$ cat src/rtl/core/afwc_pkg.sv
// ----------------------------------------------------------------------------
// afwc_pkg: shared types and constants of the allele frequency window counter
// Field widths, arithmetic widths of the window test and the word types that
// travel between the front pipeline, the queue and the counter back end.
// ----------------------------------------------------------------------------
package afwc_pkg;

    // Sizing of the block.
    localparam int COUNT_BITS    = 40;
    localparam int COVERAGE_BITS = 16;
    localparam int NUM_WINDOWS   = 8;

    // Fixed field widths.
    localparam int PLOIDY_W     = 4;
    localparam int WIDTH_W      = 8;
    localparam int WINDOW_SLOTS = 8;
    localparam int OUT_COUNT_W  = 40;
    localparam int CFG_INDEX_W  = 3;

    // Register indexes of the configuration port.
    localparam logic [CFG_INDEX_W-1:0] REG_WIDTH_A = 3'd0;
    localparam logic [CFG_INDEX_W-1:0] REG_WIDTH_B = 3'd1;
    localparam logic [CFG_INDEX_W-1:0] REG_WIDTH_C = 3'd2;
    localparam logic [CFG_INDEX_W-1:0] REG_WIDTH_D = 3'd3;
    localparam logic [CFG_INDEX_W-1:0] REG_WIDTH_E = 3'd4;
    localparam logic [CFG_INDEX_W-1:0] REG_WIDTH_F = 3'd5;
    localparam logic [CFG_INDEX_W-1:0] REG_WIDTH_G = 3'd6;
    localparam logic [CFG_INDEX_W-1:0] REG_WIDTH_H = 3'd7;

    // Half-widths after reset, in tenths, window a in the low byte.
    localparam logic [WINDOW_SLOTS-1:0][WIDTH_W-1:0] RESET_WIDTHS =
        {8'd60, 8'd50, 8'd40, 8'd30, 8'd20, 8'd10, 8'd3, 8'd1};

    // Arithmetic widths of the test 100*(m*k - c)^2 < L^2*(k-1)*c.
    localparam int MK_W      = COVERAGE_BITS + PLOIDY_W;
    localparam int DSQ_W     = 2 * MK_W;
    localparam int LHS_SCALE = 100;
    localparam int LHS_W     = DSQ_W + 7;
    localparam int LSQ_W     = 2 * WIDTH_W;
    localparam int RHS_W     = LSQ_W + MK_W;
    localparam int CMP_W     = (LHS_W > RHS_W) ? LHS_W : RHS_W;

    // Width used to move a counter into an output field of fixed width.
    localparam int WIDE_W = (COUNT_BITS > OUT_COUNT_W) ? COUNT_BITS : OUT_COUNT_W;
    localparam logic [WIDE_W-1:0] COUNT_MAX_WIDE = WIDE_W'({COUNT_BITS{1'b1}});
    localparam logic [OUT_COUNT_W-1:0] OUT_COUNT_SAT = COUNT_MAX_WIDE[OUT_COUNT_W-1:0];

    typedef logic [WINDOW_SLOTS-1:0][LSQ_W-1:0] lsq_array_t;

    typedef struct packed {
        logic [COVERAGE_BITS-1:0] coverage;
        logic [COVERAGE_BITS-1:0] mutated_reads;
        logic [PLOIDY_W-1:0]      ploidy;
    } in_word_t;

    typedef struct packed {
        logic [WINDOW_SLOTS-1:0] pass_mask;
        logic [OUT_COUNT_W-1:0]  count_a;
        logic [OUT_COUNT_W-1:0]  count_b;
        logic [OUT_COUNT_W-1:0]  count_c;
        logic [OUT_COUNT_W-1:0]  count_d;
        logic [OUT_COUNT_W-1:0]  count_e;
        logic [OUT_COUNT_W-1:0]  count_f;
        logic [OUT_COUNT_W-1:0]  count_g;
        logic [OUT_COUNT_W-1:0]  count_h;
        logic [OUT_COUNT_W-1:0]  records_seen;
    } out_word_t;

    // What the front hands to the back for one record.
    typedef struct packed {
        logic [WINDOW_SLOTS-1:0] mask;
    } mask_word_t;

    // Low bits of a counter, zero extended when the counter is narrower.
    function automatic logic [OUT_COUNT_W-1:0] count_to_out(input logic [COUNT_BITS-1:0] v);
        logic [WIDE_W-1:0] wide;
        wide = WIDE_W'(v);
        return wide[OUT_COUNT_W-1:0];
    endfunction

endpackage

$ cat src/rtl/core/afwc_back.sv
// ----------------------------------------------------------------------------
// afwc_back: saturating counters and result register
// Takes one mask per cycle unless a held result stalls it, updates the pass
// and record counters and holds the finished result word until it is taken.
// ----------------------------------------------------------------------------
module afwc_back (
    input  logic                 clk,
    input  logic                 rst_n,
    input  logic                 mask_valid,
    output logic                 mask_stall,
    input  afwc_pkg::mask_word_t mask_word,
    output logic                 out_valid,
    output afwc_pkg::out_word_t  out_word,
    input  logic                 out_stall
);
    import afwc_pkg::*;

    typedef logic [WINDOW_SLOTS-1:0][COUNT_BITS-1:0] count_array_t;
    typedef logic [WINDOW_SLOTS-1:0][OUT_COUNT_W-1:0] out_count_array_t;

    count_array_t            pass_cnt_reg, pass_cnt_next;
    logic [COUNT_BITS-1:0]   rec_cnt_reg, rec_cnt_next;
    logic                    out_valid_reg;
    out_word_t               out_word_reg, out_word_next;
    out_count_array_t        shown;
    logic                    take;

    assign mask_stall = out_valid_reg && out_stall;
    assign take       = mask_valid && !mask_stall;

    always_comb
    begin
        for (int i = 0; i < WINDOW_SLOTS; i++)
        begin
            if (mask_word.mask[i] && (pass_cnt_reg[i] != '1))
            begin
                pass_cnt_next[i] = pass_cnt_reg[i] + COUNT_BITS'(1);
            end
            else
            begin
                pass_cnt_next[i] = pass_cnt_reg[i];
            end
            shown[i] = (i < NUM_WINDOWS) ? count_to_out(pass_cnt_next[i]) : '0;
        end
        rec_cnt_next = (rec_cnt_reg != '1) ? rec_cnt_reg + COUNT_BITS'(1) : rec_cnt_reg;

        out_word_next.pass_mask    = mask_word.mask;
        out_word_next.count_a      = shown[0];
        out_word_next.count_b      = shown[1];
        out_word_next.count_c      = shown[2];
        out_word_next.count_d      = shown[3];
        out_word_next.count_e      = shown[4];
        out_word_next.count_f      = shown[5];
        out_word_next.count_g      = shown[6];
        out_word_next.count_h      = shown[7];
        out_word_next.records_seen = count_to_out(rec_cnt_next);
    end

    always_ff @(posedge clk or negedge rst_n)
    begin
        if (!rst_n)
        begin
            pass_cnt_reg  <= '0;
            rec_cnt_reg   <= '0;
            out_valid_reg <= 1'b0;
        end
        else
        begin
            if (take)
            begin
                pass_cnt_reg <= pass_cnt_next;
                rec_cnt_reg  <= rec_cnt_next;
            end
            if (!mask_stall)
            begin
                out_valid_reg <= mask_valid;
            end
        end
    end

    always_ff @(posedge clk)
    begin
        if (take)
        begin
            out_word_reg <= out_word_next;
        end
    end

    assign out_valid = out_valid_reg;
    assign out_word  = out_word_reg;

endmodule

$ cat config.mk
export PLATFORM = sky130hd
export DESIGN_NAME = afwc_back
export DESIGN_NICKNAME = d
export VERILOG_FILES = /design/src/rtl/core/afwc_pkg.sv /design/src/rtl/core/afwc_back.sv
export SDC_FILE = /design/constraint.sdc
export NUM_CORES = 1
export LEC_CHECK = 0
export BUFFER_PORTS_ARGS = -buffer_cell sky130_fd_sc_hd__buf_4
export CAP_MARGIN = 20
export CORE_ASPECT_RATIO = 1.4
export CORE_MARGIN = 3
export CORE_UTILIZATION = 25
export DETAILED_ROUTE_END_ITERATION = 8
export HOLD_SLACK_MARGIN = 0.1
export PLACE_DENSITY = 0.54
export SYNTH_ARGS = -nofsm -noshare
export SYNTH_HDL_FRONTEND = slang
export SYNTH_SLANG_ARGS = --single-unit
$ cat constraint.sdc
create_clock -name clk -period 12.2 [get_ports clk]
set_input_delay 3.66 -clock clk [delete_from_list [all_inputs] [get_ports clk]]
set_output_delay 3.66 -clock clk [all_outputs]
set_load 0.005 [all_outputs]
After elaboration in Yosys (flattened, before gate mapping)

Index checks and enable logic that the tools add are counted.

Bits in registers: 729
Input bits: 12

Add/sub/neg operators: 9
Eq/ne operators: 9
Mux-type cells: 9
Reductions and logical operators: 11

Operators with widths:

| kind                  | number |
|---|---|
| $add 40x1->40 const B | 9 |
| $mux 40               | 9 |
| $ne 40x40->1 const B  | 9 |
| $logic_and 1x1->1     | 10 |
| $logic_not 1->1       | 1 |

Logic depth before layout (Yosys ltp)

Depth after elaboration: 3
Mapped depth: 10
Gate-level depth less buffers: 8

Worst setup path after synthesis

Ideal clock, no wire load.

Path kind: in2reg
From: input out_stall
To: register pass_cnt_reg[158] (netlist bit)
Arrival time: 15.799 ns
Path slack: -3.723 ns
Stages: 8
Cell sequence: nand2_1 -> nand2_1 -> inv_1 -> clkbuf_1 -> clkbuf_1 -> buf_1 -> nand3_1 -> xnor2_1

Cells in the longest elaborated chain, start to end: 3

RTL lines:

| what                 | line            | source |
|---|---|---|
| from (decl)          | afwc_back.sv:14 | `input logic out_stall` |
| $logic_and 1x1->1    | afwc_back.sv:28 | `assign mask_stall = out_valid_reg && out_stall;` |
| $logic_not 1->1      | n/a             |  |
| $logic_and 1x1->1    | afwc_back.sv:29 | `assign take = mask_valid && !mask_stall;` |
| via take             | afwc_back.sv:26 | `logic take;` |
| to (signal assigned) | afwc_back.sv:71 | `pass_cnt_reg <= pass_cnt_next;` |
| to (decl)            | afwc_back.sv:21 | `count_array_t pass_cnt_reg, pass_cnt_next;` |

The timed path passes the listed nets, and every way through them passes these cells.
A chain may end at the register's enable or synchronous reset.

Final worst setup path

From: input out_stall
To: output mask_stall

Cells in the longest elaborated chain, start to end: 1

RTL lines:

| what              | line            | source |
|---|---|---|
| $logic_and 1x1->1 | afwc_back.sv:28 |  |
| to (decl)         | afwc_back.sv:10 | `output logic mask_stall,` |

No other way between the ends.

==> metrics.md <==
| Metric | Value |
|---|---|
| Status | completed |
| Layout Nets | 3469 |
| CTS tree | built |
| Largest register FFs | 368 |
| Mean Syn Cell Area | 11.1 sq um |
| Synth area leader | edfxtp_1 |
| RD Place Congestion | 0.856 |
| Clock slew at reported path FFs | 60 ps |
| Initial antenna violation count | 3 |
| Slew @ Worst Pin | 1100 ps |
| Comb power frac | 0.084 |
| Syn Inst Count | 3099 |
| Crit path max fanout | 3 |
| Mapped Nets | 3120 |
| CORE AREA | 137000 sq um |
| Setup WS post-layout | 4440 ps |
| Crit path arrival time | 4100 ps |
| Fin crit share | 0.636 |
| GRT Total Usage | 0.137 |
| Post-synthesis register bit count | 729 |
| Clock power frac | 0.429 |
| R2r setup slk | 8650 ps |
| Post-CTS Hold Buffers | 0 |
| Die width | 320 microns |
| CTS Buf Count | 80 |
| CTS Root Cell | clkbuf_16 |
| Switch Pwr | 1.52 mW |
| CP delay by family, top | buffers and inverters |
| First-pass iteration count of the detailed router | 5 |
| IO Port Bufs | 381 |
| Yosys warning count | 0 |
| Post-synth EDFFs | 368 |
| Largest net degree at the start of global routing | 151 |
| Final setup viols | 0 |
| Min Clock Period, post-route | 7760 ps |
| Post-synthesis async set-or-reset flop share | 0.495 |
| CP Class | in -> out |
| Dpl ws | 4430 ps |
| Post-CTS sizing | 0 |
| Max-slew violation count | 0 |
| Synth Cell Area | 34500 sq um |
| Post-route core utilization | 0.308 |
| Crit-path max cell delay | 140 ps |
| Post-route ant nets | 0 |
| Net Sw Frac | 0.251 |
| Crit start category | input pin |
| Post-Route Setup TNS | 0 ps |
| Row count | 160 |
| Max Root-Sink Buffers | 3 |
| MaxCap Viol Count | 0 |
| Crit. End Element | output pin |
| Max-slew headroom | 0.263 |
| Max VDD drop | 0.0974 mV |
| Most used cell, CP | buf_4 |
| Part of the Yosys area used for sequential elements | 0.582 |
| Initial drt markers | 1681 |
| Clock skew | 23.7 ps |
| Die height | 446 microns |
| CTS H-tree lvls | 3 |
| Via count | 23900 |
| Reg power frac | 0.487 |
| Synth unique cells | 61 |
| Count of final hold-check violations | 0 |
| WL final | 99200 microns |
| Clk_lat worst skew | 670 ps |
| WL/cell | 18.7 microns |
| Vias in the first global route | 24200 |
| Critical path, cell by cell | buf_4 -> nand2_1 -> inv_1 -> buf_4 |
| Total internal power | 4.53 mW |
| DP Wirelength | 70800 microns |
| Worst EP required | 8540 ps |
| P_leak | 17.8 nW |
| Slowest stage cell, crit path | buf_4 |
| Total power | 6.05 mW |
| Post-route DRC | 0 |
| RSZ-0062 raised after global routing | no |
| Die area | 143000 sq um |
| CTS Sinks | 729 |
| Avg Vias per Cell | 4.52 |
| Area grow syn2layout | 21.7% |
| GR Overflow Total | 0 |
| First-pass GRT wire length | 151000 microns |
| Fmax | 0.129 GHz |
| Pwr per Cell Area | 144 nW/um^2 |
| Post-CTS setup buffers | 0 |
| I/O pins | 382 |
| Post-synth top flop | edfxtp_1 |
| Ratio of cells with drive above 1 in the final layout | 0.160 |
| Largest cells by area after synthesis | edfxtp_1 (32%), dfrtp_1 (26%), xor2_1 (9.1%) |
| Synth top area share | 0.320 |
| Crit path buffers/inverters | 3 |
| Starting density of the core | 0.253 |
| Kind of path behind the tightest hold check | reg -> reg |
[logic make-up after synthesis]
logic type               synth area share
AND/OR/NAND/NOR                     0.213
flip-flops                          0.582
XOR/XNOR                            0.176
buffers and inverters              0.0186
AO/OA/AOI/OAI                     0.00638
adder cells (fa/ha/maj)           0.00326
multiplexers                      0.00156
[power groups by stage]
stage               Combinational (mW)  Sequential [mW]  Clock (mW)
floorplan                        0.288             2.95           0
global placement                 0.521             2.99           0
detailed placement               0.525             2.99           0
CTS                              0.528             2.95        2.70
global route                     0.571             2.97        2.79
finish                           0.508             2.95        2.60
[per-stage QoR]
stage	cell area, sq um	instances	hold slack, ps
4_1_cts	42000	5297	501
3_3_place_gp	39200	5146	486
5_1_grt	42000	5298	520
6_report	42000	5298	504
3_5_place_dp	39200	5148	489
2_1_floorplan	34500	3099	459
[routing by layer]
metal,track usage,routed length (microns)
met4,0.0443,2270
met5,0,0
met3,0.0331,5820
met1,0.169,41900
met2,0.235,49200
[synth_stat cells, drive strengths merged, types with 3 or more instances]
library cell,count
o21ai,9
edfxtp,368
and3,73
xor2,360
or4,12
buf,32
or3,18
nor3b,3
nor3,144
a31oi,3
or4b,3
nand4,164
nand2,371
ha,9
clkbuf,96
nor4bb,3
and4,44
dfrtp,361
xnor2,332
a21o,3
mux2,3
nor4b,4
or2,13
inv,24
nor2,332
nand3,201
and2,34
nor4,51
a21oi,5
nand2b,4
[layout make-up]
cell class | count | area, sq um
Fill cell | 14100 | 94500
Sequential cell | 729 | 20100
Multi-Input combinational cell | 2218 | 13800
Timing Repair Buffer | 395 | 3020
Tap cell | 1782 | 2230
Clock buffer | 96 | 2160
Clock inverter | 53 | 621
Inverter | 24 | 97.6
Antenna cell | 1 | 2.50
[cells in the final DEF, fill, tap and decap left out, drive strengths merged, types with 31 or more instances in the layout]
cell and instances:
buf 395, nand2 371, edfxtp 368, dfrtp 361, xor2 360, xnor2 332
nor2 332, nand3 201, nand4 164, nor3 144, clkbuf 96, and3 73
nor4 51, and4 44, and2 34, inv 31
[path summary, 6_finish.rpt]
check,from,end,cells after the start
max,out_stall,mask_stall,4
min,pass_cnt_reg[294]$_DFFE_PN0P_,pass_cnt_reg[294]$_DFFE_PN0P_,1
max reg2reg,out_valid$_DFFE_PN0N_,pass_cnt_reg[292]$_DFFE_PN0P_,8
min reg2reg,pass_cnt_reg[294]$_DFFE_PN0P_,pass_cnt_reg[294]$_DFFE_PN0P_,1
max in group asynchronous,rst_n,pass_cnt_reg[203]$_DFFE_PN0P_,2
min in group asynchronous,rst_n,pass_cnt_reg[167]$_DFFE_PN0P_,1
Note: power is estimated with default switching activity, not from simulation.
