[src/rtl/core/afwc_pkg.sv]
// ----------------------------------------------------------------------------
// afwc_pkg: shared types and constants of the allele frequency window counter
// Field widths, arithmetic widths of the window test and the word types that
// travel between the front pipeline, the queue and the counter back end.
// ----------------------------------------------------------------------------
package afwc_pkg;

    // Sizing of the block.
    localparam int COUNT_BITS    = 40;
    localparam int COVERAGE_BITS = 16;
    localparam int NUM_WINDOWS   = 8;

    // Fixed field widths.
    localparam int PLOIDY_W     = 4;
    localparam int WIDTH_W      = 8;
    localparam int WINDOW_SLOTS = 8;
    localparam int OUT_COUNT_W  = 40;
    localparam int CFG_INDEX_W  = 3;

    // Register indexes of the configuration port.
    localparam logic [CFG_INDEX_W-1:0] REG_WIDTH_A = 3'd0;
    localparam logic [CFG_INDEX_W-1:0] REG_WIDTH_B = 3'd1;
    localparam logic [CFG_INDEX_W-1:0] REG_WIDTH_C = 3'd2;
    localparam logic [CFG_INDEX_W-1:0] REG_WIDTH_D = 3'd3;
    localparam logic [CFG_INDEX_W-1:0] REG_WIDTH_E = 3'd4;
    localparam logic [CFG_INDEX_W-1:0] REG_WIDTH_F = 3'd5;
    localparam logic [CFG_INDEX_W-1:0] REG_WIDTH_G = 3'd6;
    localparam logic [CFG_INDEX_W-1:0] REG_WIDTH_H = 3'd7;

    // Half-widths after reset, in tenths, window a in the low byte.
    localparam logic [WINDOW_SLOTS-1:0][WIDTH_W-1:0] RESET_WIDTHS =
        {8'd60, 8'd50, 8'd40, 8'd30, 8'd20, 8'd10, 8'd3, 8'd1};

    // Arithmetic widths of the test 100*(m*k - c)^2 < L^2*(k-1)*c.
    localparam int MK_W      = COVERAGE_BITS + PLOIDY_W;
    localparam int DSQ_W     = 2 * MK_W;
    localparam int LHS_SCALE = 100;
    localparam int LHS_W     = DSQ_W + 7;
    localparam int LSQ_W     = 2 * WIDTH_W;
    localparam int RHS_W     = LSQ_W + MK_W;
    localparam int CMP_W     = (LHS_W > RHS_W) ? LHS_W : RHS_W;

    // Width used to move a counter into an output field of fixed width.
    localparam int WIDE_W = (COUNT_BITS > OUT_COUNT_W) ? COUNT_BITS : OUT_COUNT_W;
    localparam logic [WIDE_W-1:0] COUNT_MAX_WIDE = WIDE_W'({COUNT_BITS{1'b1}});
    localparam logic [OUT_COUNT_W-1:0] OUT_COUNT_SAT = COUNT_MAX_WIDE[OUT_COUNT_W-1:0];

    typedef logic [WINDOW_SLOTS-1:0][LSQ_W-1:0] lsq_array_t;

    typedef struct packed {
        logic [COVERAGE_BITS-1:0] coverage;
        logic [COVERAGE_BITS-1:0] mutated_reads;
        logic [PLOIDY_W-1:0]      ploidy;
    } in_word_t;

    typedef struct packed {
        logic [WINDOW_SLOTS-1:0] pass_mask;
        logic [OUT_COUNT_W-1:0]  count_a;
        logic [OUT_COUNT_W-1:0]  count_b;
        logic [OUT_COUNT_W-1:0]  count_c;
        logic [OUT_COUNT_W-1:0]  count_d;
        logic [OUT_COUNT_W-1:0]  count_e;
        logic [OUT_COUNT_W-1:0]  count_f;
        logic [OUT_COUNT_W-1:0]  count_g;
        logic [OUT_COUNT_W-1:0]  count_h;
        logic [OUT_COUNT_W-1:0]  records_seen;
    } out_word_t;

    // What the front hands to the back for one record.
    typedef struct packed {
        logic [WINDOW_SLOTS-1:0] mask;
    } mask_word_t;

    // Low bits of a counter, zero extended when the counter is narrower.
    function automatic logic [OUT_COUNT_W-1:0] count_to_out(input logic [COUNT_BITS-1:0] v);
        logic [WIDE_W-1:0] wide;
        wide = WIDE_W'(v);
        return wide[OUT_COUNT_W-1:0];
    endfunction

endpackage

[src/rtl/core/afwc_queue.sv]
// ----------------------------------------------------------------------------
// afwc_queue: four-entry mask queue
// Decouples the window test pipeline from the counter back end.
// ----------------------------------------------------------------------------
module afwc_queue (
    input  logic                 clk,
    input  logic                 rst_n,
    input  logic                 push_valid,
    output logic                 push_stall,
    input  afwc_pkg::mask_word_t push_word,
    output logic                 pop_valid,
    output afwc_pkg::mask_word_t pop_word,
    input  logic                 pop_stall
);
    import afwc_pkg::*;

    localparam int QUEUE_DEPTH = 4;
    localparam int QPTR_W      = $clog2(QUEUE_DEPTH);
    localparam int QCNT_W      = QPTR_W + 1;

    mask_word_t          slot_reg [QUEUE_DEPTH];
    logic [QPTR_W-1:0]   wr_ptr_reg, wr_ptr_next;
    logic [QPTR_W-1:0]   rd_ptr_reg, rd_ptr_next;
    logic [QCNT_W-1:0]   fill_reg, fill_next;
    logic                push, pop;

    assign push_stall = (fill_reg == QCNT_W'(QUEUE_DEPTH));
    assign pop_valid  = (fill_reg != '0);
    assign pop_word   = slot_reg[rd_ptr_reg];
    assign push       = push_valid && !push_stall;
    assign pop        = pop_valid && !pop_stall;

    always_comb
    begin
        wr_ptr_next = push ? wr_ptr_reg + QPTR_W'(1) : wr_ptr_reg;
        rd_ptr_next = pop ? rd_ptr_reg + QPTR_W'(1) : rd_ptr_reg;
        fill_next   = fill_reg + QCNT_W'(push) - QCNT_W'(pop);
    end

    always_ff @(posedge clk or negedge rst_n)
    begin
        if (!rst_n)
        begin
            wr_ptr_reg <= '0;
            rd_ptr_reg <= '0;
            fill_reg   <= '0;
        end
        else
        begin
            wr_ptr_reg <= wr_ptr_next;
            rd_ptr_reg <= rd_ptr_next;
            fill_reg   <= fill_next;
        end
    end

    always_ff @(posedge clk)
    begin
        if (push)
        begin
            slot_reg[wr_ptr_reg] <= push_word;
        end
    end

endmodule

[config.mk]
export PLATFORM = sky130hd
export DESIGN_NAME = afwc_queue
export DESIGN_NICKNAME = d
export VERILOG_FILES = /design/src/rtl/core/afwc_pkg.sv /design/src/rtl/core/afwc_queue.sv
export SDC_FILE = /design/constraint.sdc
export NUM_CORES = 1
export LEC_CHECK = 0
export BUFFER_PORTS_ARGS = -buffer_cell sky130_fd_sc_hd__buf_2
export CORE_ASPECT_RATIO = 0.6
export CORE_MARGIN = 2
export CORE_UTILIZATION = 38
export DETAILED_ROUTE_END_ITERATION = 12
export PLACE_DENSITY = 0.58
export RECOVER_POWER = 25
export SLEW_MARGIN = 20
export SYNTH_ARGS = -nofsm -noshare
export SYNTH_HDL_FRONTEND = slang
export SYNTH_SLANG_ARGS = --single-unit
[constraint.sdc]
create_clock -name clk -period 2.28 [get_ports clk]
set_input_delay 0.342 -clock clk [delete_from_list [all_inputs] [get_ports clk]]
set_output_delay 0.342 -clock clk [all_outputs]
set_load 0.01 [all_outputs]
=== Yosys cells after proc, flatten, opt, wreduce, memory -nomap -nowiden ===
Memories as Yosys holds them, arrays and structs flattened.
Index checks and enable logic that the tools add are counted.

* Register bits: 7
* Bits in writable memories: 32
* Input port bits: 12
* Logic and storage cells: 16
* Memories kept: 1

{| class="wikitable"
|+ Memories
! name !! words !! width !! rd ports !! clocked after memory_dff !! write ports !! line !! source
|-
| slot_reg || 4 || 8 || 1 || 0 || 1 || afwc_queue.sv:21 || <nowiki>mask_word_t slot_reg [QUEUE_DEPTH];</nowiki>
|}

* Add/subtract/negate cells: 4
* Eq/ne operators: 1
* Multiplexer cells: 2
* Reductions and logical operators: 5

{| class="wikitable"
|+ Operators with widths
! operator !! number
|-
| adder 2 x 1 -> 2 bit, second input constant || 2
|-
| adder 3 x 1 -> 3 bit || 1
|-
| equality test 3 bit, second input constant || 1
|-
| nonzero test 3 bit || 1
|-
| subtractor 3 x 1 -> 3 bit || 1
|-
| logical AND 1 bit || 2
|-
| zero test 1 bit || 2
|-
| 2-to-1 mux 1 bit || 2
|}

=== Logic depth before layout (Yosys ltp) ===
Gate-level depths: netlist (run 1).

* Depth after elaboration: 5
* Depth in mapped cells: 9
* Depth with buffers taken out: 9

=== Worst setup path after synthesis (run 1) ===
No wires, ideal clock.

* Path type: register -> register
* Start point: register fill_reg[1]
* End point: register fill_reg[2]
* Setup time: 125 ps
* Arrival: 1995 ps
* Path slack: 160 ps
* Stages on the path, launching flop included: 10
* Path buffers: 0
* Clock period less this slack: 2120 ps
* Cell sequence: dfrtp_1 > or3b_4 > nand2_4 > ha_1 > inv_1 > ha_1 > inv_1 > fa_1 > xnor2_1 > xnor2_1

* Longest elaborated chain between the ends: 5

{| class="wikitable"
|+ RTL lines
! what !! line !! source
|-
| start: declaration || afwc_queue.sv:24 || <nowiki>logic [QCNT_W-1:0] fill_reg, fill_next;</nowiki>
|-
| start signal: assignment || afwc_queue.sv:52 || <nowiki>fill_reg <= fill_next;</nowiki>
|-
| equality test 3 bit || afwc_queue.sv:27 || <nowiki>assign push_stall = (fill_reg == QCNT_W'(QUEUE_DEPTH));</nowiki>
|-
| zero test 1 bit || afwc_queue.sv:30 || <nowiki>assign push = push_valid && !push_stall;</nowiki>
|-
| logical AND 1 bit || afwc_queue.sv:30 ||
|-
| adder 3 x 1 -> 3 bit || afwc_queue.sv:37 || <nowiki>fill_next = fill_reg + QCNT_W'(push) - QCNT_W'(pop);</nowiki>
|-
| subtractor 3 x 1 -> 3 bit * || afwc_queue.sv:37 ||
|-
| via fill_next[2] || afwc_queue.sv:24 ||
|}

Mark *: on every way through the listed nets, which the timed path passes. The rest lies on a longest branch.
A chain may end at the register's enable or synchronous reset.

=== Worst setup path after layout (run 1) ===
Ends and elaborated chain as after synthesis.

==> impl_metrics.env, run 1 <==
export IMPL_ant_nets=0
export IMPL_status="completed"
export IMPL_rr_endpoint="fill_reg[2]"
export IMPL_io_buffer_count=21
export IMPL_ir_drop_mv=0.539
export IMPL_syn_num_nets=97
export IMPL_min_path_type="in -> reg"
export IMPL_syn_inst=78
export IMPL_drv_slew=0
export IMPL_crit_path_end_kind="flip-flop"
export IMPL_rows=18
export IMPL_hold_viol=0
export IMPL_antennaDiodeCount=0
export IMPL_place_area_um2=1750
export IMPL_min_period_ns=2.13
export IMPL_synthDistinctLibCells=17
export IMPL_swShare_pct=29.3
export IMPL_drt_pre_antenna_iters=4
export IMPL_clkPwrFrac_pct=23.7
export IMPL_dieArea_um2=4700
export IMPL_cts_buffer_depth=2
export IMPL_yosysMostFrequentCell="edfxtp_1"
export IMPL_crit_arrival_ns=2.35
export IMPL_max_cap_violations=0
export IMPL_cpPeakStageDelay_ns=0.43
export IMPL_largest_reg_flops=32
export IMPL_syn_area_um2=1580
export IMPL_wl_um=2500
export IMPL_initial_core_util_pct=38.9
export IMPL_rsz0062_at_grt="false"
export IMPL_p_leak_nw=0.722
export IMPL_setup_violations=0
export IMPL_yosys_warnings=0
export IMPL_htreeDepth=2
export IMPL_viasPerCell=4.64
export IMPL_path_clk_slew_ns=0.07
export IMPL_grt_antenna_before_repair=0
export IMPL_slew_headroom_pct=68.0
export IMPL_path_class="reg -> reg"
export IMPL_critPathBufInv=2
export IMPL_p_int_mw=1.74
export IMPL_grt_first_pass_wirelength_um=3610
export IMPL_startpoint_type="flip-flop"
export IMPL_cp_slowest_cell="dfrtp_2"
export IMPL_gp_congestion=0.756
export IMPL_async_flop_share_pct=17.9
export IMPL_p_switching_mw=0.724
export IMPL_cts_sinks=39
export IMPL_hpwl_um=1670
export IMPL_worstHoldStart="push_word[1]"
export IMPL_cp_top_family="adder cells"
export IMPL_crit_fanout=4
export IMPL_synth_common_cells="edfxtp_1, mux4_2, dfrtp_1, inv_1, ha_1"
export IMPL_required_ns=2.49
export IMPL_r2r_start="fill_reg[1]"
export IMPL_worst_pin_slew_ns=0.480
export IMPL_setup_tns_ns=0
export IMPL_synth_seq_area_share_pct=72.1
export IMPL_yosysTopAreaCell="edfxtp_1"
export IMPL_period_share_pct=93.6
export IMPL_die_height_um=53.9
export IMPL_grt_overflow=0
export IMPL_synthFlopType="edfxtp_1"
export IMPL_first_iter_violations=27
export IMPL_final_cell_area_um2=1890
export IMPL_r2r_slack_ns=0.15
export IMPL_io_pins=22
export IMPL_finalNetCount=128
export IMPL_numCtsBuffers=5
export IMPL_r2r_cells=9
export IMPL_fmax_ghz=0.469
export IMPL_pwr_share_seq_pct=43.7
export IMPL_hold_end="slot_reg[1][1]"
export IMPL_area_growth_pct=19.7
export IMPL_cts_tree="done"
export IMPL_route_detailed_drc=0
export IMPL_insertion_delay_ns=0.29
export IMPL_grt_pass1_vias=707
export IMPL_core_area_um2=4050
export IMPL_p_comb_share_pct=32.6
export IMPL_grtUsageTotal_pct=11.7
export IMPL_holdPathStages=1
export IMPL_num_vias=743
export IMPL_clock_skew_ns=0.00412
export IMPL_post_drt_wl_per_cell_um=15.6
export IMPL_path_cells="or3b_4 -> nand2_4 -> ha_1 -> inv_1 -> ha_1 -> inv_1 -> fa_2 -> xnor2_1 -> xnor2_1"
export IMPL_ys_ff_latch=39
export IMPL_die_w_um=87.2
export IMPL_powerDensity_nw_per_um2=1310
export IMPL_synth_top_area_share_pct=61.0
export IMPL_root_buffer="clkbuf_8"
export IMPL_avgSynthCellArea_um2=20.2
export IMPL_grt_max_degree=13
export IMPL_synth_edff_count=32
export IMPL_synth_area_leaders="edfxtp_1, mux4_2, dfrtp_1, ha_1, and3_2"
export IMPL_drive_above_1_share_pct=40.0
[layout by cell type, fill, tap and decap left out, drive strengths merged]
| cell type | n |
|---|---|
| inv | 7 |
| mux2 | 1 |
| fa | 1 |
| edfxtp | 32 |
| buf | 19 |
| xor2 | 2 |
| nor3 | 1 |
| clkinv | 1 |
| nor3b | 1 |
| nand2 | 1 |
| dfrtp | 7 |
| mux4 | 8 |
| dlygate4sd3 | 1 |
| and3 | 4 |
| or3b | 1 |
| ha | 6 |
| xnor2 | 3 |
| bufinv | 1 |
| nor2 | 1 |
| clkbuf | 12 |
[cells by family (layout without fill, tap and decap cells)]
| kind of cell | Yosys count | in the layout | synth area share [%] |
|---|---|---|---|
| xor+xnor | 5 | 5 | 2.78 |
| fa+ha+maj | 7 | 7 | 6.03 |
| buf+inv | 9 | 41 | 2.38 |
| flops | 39 | 39 | 72.1 |
| mux | 9 | 9 | 12.4 |
| simple gates | 9 | 9 | 4.36 |
[power by group through the flow]
stage               Combinational, mW  Sequential, mW  Clock [mW]
finish                          0.805            1.08       0.585
global route                    0.889            1.10       0.631
floorplan                       0.582            1.04           0
detailed placement              0.792            1.10           0
CTS                             0.795            1.08       0.602
global placement                0.777            1.09           0
[worst reg2reg max path, delay by kind of cell, from the launching register on]
family / cells / cell delay, ns
adders and majority gates: 3 / 0.69
xor gates and xnor gates: 2 / 0.32
and+or+nand+nor: 2 / 0.51
buffers and inverters: 2 / 0.11
DFF: 1 / 0.43
[layout make-up]
class	instances	area, µm²
well taps	50	62.6
inverters	7	26.3
clock inverters	2	35.0
flip-flops and latches	39	1140
multi-input cells	30	405
fillers	343	2170
clock buffers	6	82.6
repair buffers	26	138
[metrics by stage]
step                      hold slack [ns]  std cells  setup slack [ns]  power [mW]  utilization (%)
after global routing                0.272        160            0.0494        2.62             46.5
after CTS                           0.259        158            0.0623        2.48             46.3
final                               0.280        160             0.146        2.47             46.5
after global placement              0.185        149             0.114        1.87             43.1
after floorplan                    0.0464         78             0.160        1.62                -
after detailed placement            0.187        149            0.0682        1.89             43.1
[what timing repair did]
item,in CTS,in global routing
buffers inserted,0,2
endpoints found under the setup margin,0,1
hold buffers,1,0
resized for setup,0,2
endpoints found under the hold margin,7,0
[per-layer routing]
layer	GRT usage [%]	vias up	routed length, µm
met5	0	-	0
met4	6.15	0	32
met3	5.52	5	172
met2	14.0	19	1010
met1	17.1	364	1290
li1	-	355	-
[worst max-delay path by stage]
stage                           start     endpoint  cells after the start
final                     fill_reg[1]  fill_reg[2]                      9
after global routing      fill_reg[0]  fill_reg[2]                      9
after CTS                 fill_reg[1]  fill_reg[2]                      9
after detailed placement  fill_reg[1]  fill_reg[2]                      9
after global placement    fill_reg[1]  fill_reg[2]                      9
after floorplan           fill_reg[1]  fill_reg[2]                      9
Note: power is estimated with default switching activity, not from simulation.
==> run 2: changes to the inputs <==
--- a/config.mk
+++ b/config.mk
@@ -6,11 +6,13 @@
 export NUM_CORES = 1
 export LEC_CHECK = 0
 export BUFFER_PORTS_ARGS = -buffer_cell sky130_fd_sc_hd__buf_2
+export CELL_PAD_IN_SITES_DETAIL_PLACEMENT = 0
+export CELL_PAD_IN_SITES_GLOBAL_PLACEMENT = 1
 export CORE_ASPECT_RATIO = 0.6
 export CORE_MARGIN = 2
 export CORE_UTILIZATION = 38
 export DETAILED_ROUTE_END_ITERATION = 12
-export PLACE_DENSITY = 0.58
+export PLACE_DENSITY = 0.65
 export RECOVER_POWER = 25
 export SLEW_MARGIN = 20
 export SYNTH_ARGS = -nofsm -noshare
==> impl_metrics.env, run 2 (synthesized netlist as in run 1, its figures left out) <==
export IMPL_post_drt_wl_per_cell_um=15.5
export IMPL_root_buffer="clkbuf_8"
export IMPL_startpoint_type="flip-flop"
export IMPL_p_comb_share_pct=34.0
export IMPL_largest_reg_flops=32
export IMPL_core_area_um2=4050
export IMPL_clkPwrFrac_pct=19.2
export IMPL_fin_util_pct=45.7
export IMPL_cp_top_family="adder cells"
export IMPL_finalNetCount=128
export IMPL_antennaDiodeCount=0
export IMPL_gp_congestion=0.718
export IMPL_cts_buffer_depth=2
export IMPL_p_int_mw=1.60
export IMPL_grt_pass1_vias=805
export IMPL_drv_slew=0
export IMPL_required_ns=2.50
export IMPL_final_cell_area_um2=1850
export IMPL_whs_ns=0.273
export IMPL_cp_slowest_cell="dfrtp_2"
export IMPL_initial_core_util_pct=38.9
export IMPL_path_cells="or3b_4 -> nand2_4 -> ha_1 -> inv_1 -> ha_1 -> inv_1 -> fa_1 -> xnor2_1 -> xnor2_1"
export IMPL_worst_pin_slew_ns=0.431
export IMPL_p_leak_nw=0.702
export IMPL_drt_pre_antenna_iters=4
export IMPL_fmax_ghz=0.463
export IMPL_drive_above_1_share_pct=38.2
export IMPL_io_buffer_count=21
export IMPL_grtUsageTotal_pct=13.1
export IMPL_route_detailed_drc=0
export IMPL_min_path_type="in -> reg"
export IMPL_status="completed"
export IMPL_htreeDepth=2
export IMPL_insertion_delay_ns=0.29
export IMPL_period_share_pct=94.7
export IMPL_critPathBufInv=2
export IMPL_crit_arrival_ns=2.38
export IMPL_numCtsBuffers=5
export IMPL_hold_viol=0
export IMPL_grt_first_pass_wirelength_um=4130
export IMPL_p_switching_mw=0.718
export IMPL_crit_fanout=4
export IMPL_first_iter_violations=41
export IMPL_dieArea_um2=4700
export IMPL_viasPerCell=4.61
export IMPL_dp_cells=150
export IMPL_rows=18
export IMPL_setup_tns_ns=0
export IMPL_path_clk_slew_ns=0.08
export IMPL_clock_skew_ns=0.00536
export IMPL_ant_nets=0
export IMPL_crit_path_end_kind="flip-flop"
export IMPL_pwr_share_seq_pct=46.8
export IMPL_area_growth_pct=17.5
export IMPL_rsz0062_at_grt="false"
export IMPL_slew_headroom_pct=71.3
export IMPL_powerDensity_nw_per_um2=1250
export IMPL_fillers=362
export IMPL_num_vias=737
export IMPL_grt_overflow=0
export IMPL_cpPeakStageDelay_ns=0.44
export IMPL_swShare_pct=30.9
export IMPL_setup_violations=0
export IMPL_ir_drop_mv=0.457
export IMPL_layout_commonest_cell="edfxtp_1"
export IMPL_min_period_ns=2.16
export IMPL_final_cell_count_no_fill=160
export IMPL_die_height_um=53.9
export IMPL_mostFrequentLayoutCells="edfxtp_1, buf_2, mux4_2"
export IMPL_path_class="reg -> reg"
export IMPL_cts_tree="done"
export IMPL_die_w_um=87.2
export IMPL_grt_max_degree=13
export IMPL_io_pins=22
export IMPL_wl_um=2480
export IMPL_max_cap_violations=0
export IMPL_place_area_um2=1760
export IMPL_grt_antenna_before_repair=0
export IMPL_cts_sinks=39
export IMPL_hpwl_um=1750
-- run 2: changes by cell type in the layout (fill, tap and decap cells not counted) --
cell,before,now
clkinvlp_4,0,1
clkbuf_8,6,5
fa_2,1,0
bufinv_16,1,0
clkbuf_1,6,7
fa_1,0,1
-- run 2: repair_timing --
action	CTS	global route
endpoints found under the setup margin	0	1
resized for setup	0	1
hold buffers	1	0
endpoints found under the hold margin	7	0
setup buffers	0	1
-- run 2: power by group through the flow --
stage               logic, mW  clock network, mW  registers (mW)
finish                  0.790              0.446            1.09
global route            0.888              0.503            1.11
CTS                     0.805              0.461            1.09
detailed placement      0.805                  0            1.10
global placement        0.786                  0            1.09
floorplan               0.582                  0            1.04
-- run 2: layout make-up --
cell class,instances,area (µm²),area share [%]
clock buffer,6,72.6,3.92
multi-input combinational,30,403,21.8
tap,50,62.6,3.38
clock inverter,2,12.5,0.676
timing repair buffer,26,138,7.43
sequential,39,1140,61.4
inverter,7,26.3,1.42
-- run 2: path summary, 6_finish.rpt --
path,from,endpoint,slack [ns],depth (start not counted)
max in group asynchronous,rst_n,fill_reg[1],1.69,2
worst min-delay path,push_word[5],slot_reg[3][5],0.27,1
min in group asynchronous,rst_n,fill_reg[2],0.41,2
worst max-delay path,fill_reg[1],fill_reg[2],0.12,9
worst min register to register,fill_reg[1],fill_reg[2],0.52,1
worst max register to register,fill_reg[1],fill_reg[2],0.12,9
-- run 2: worst reg2reg max path, stage by stage (launching register included) --
cell     delay, ns
dfrtp_2       0.44
or3b_4        0.41
nand2_4       0.09
ha_1          0.22
inv_1         0.05
ha_1          0.13
inv_1         0.05
fa_1          0.37
xnor2_1       0.20
xnor2_1       0.13
-- run 2: routing by layer --
metal / global-route usage (%) / wire [µm] / vias to the layer above
li1: - / - / 354
met1: 18.5 / 1290 / 364
met2: 17.2 / 1050 / 16
met3: 5.21 / 103 / 3
met4: 6.92 / 31 / 0
met5: 0 / 0 / -
-- run 2: metrics by stage --
stage	setup WS (ns)	power, mW
global route	0.0126	2.50
floorplan	0.160	1.62
CTS	0.0774	2.35
finish	0.121	2.32
detailed placement	0.0720	1.91
global placement	0.120	1.88
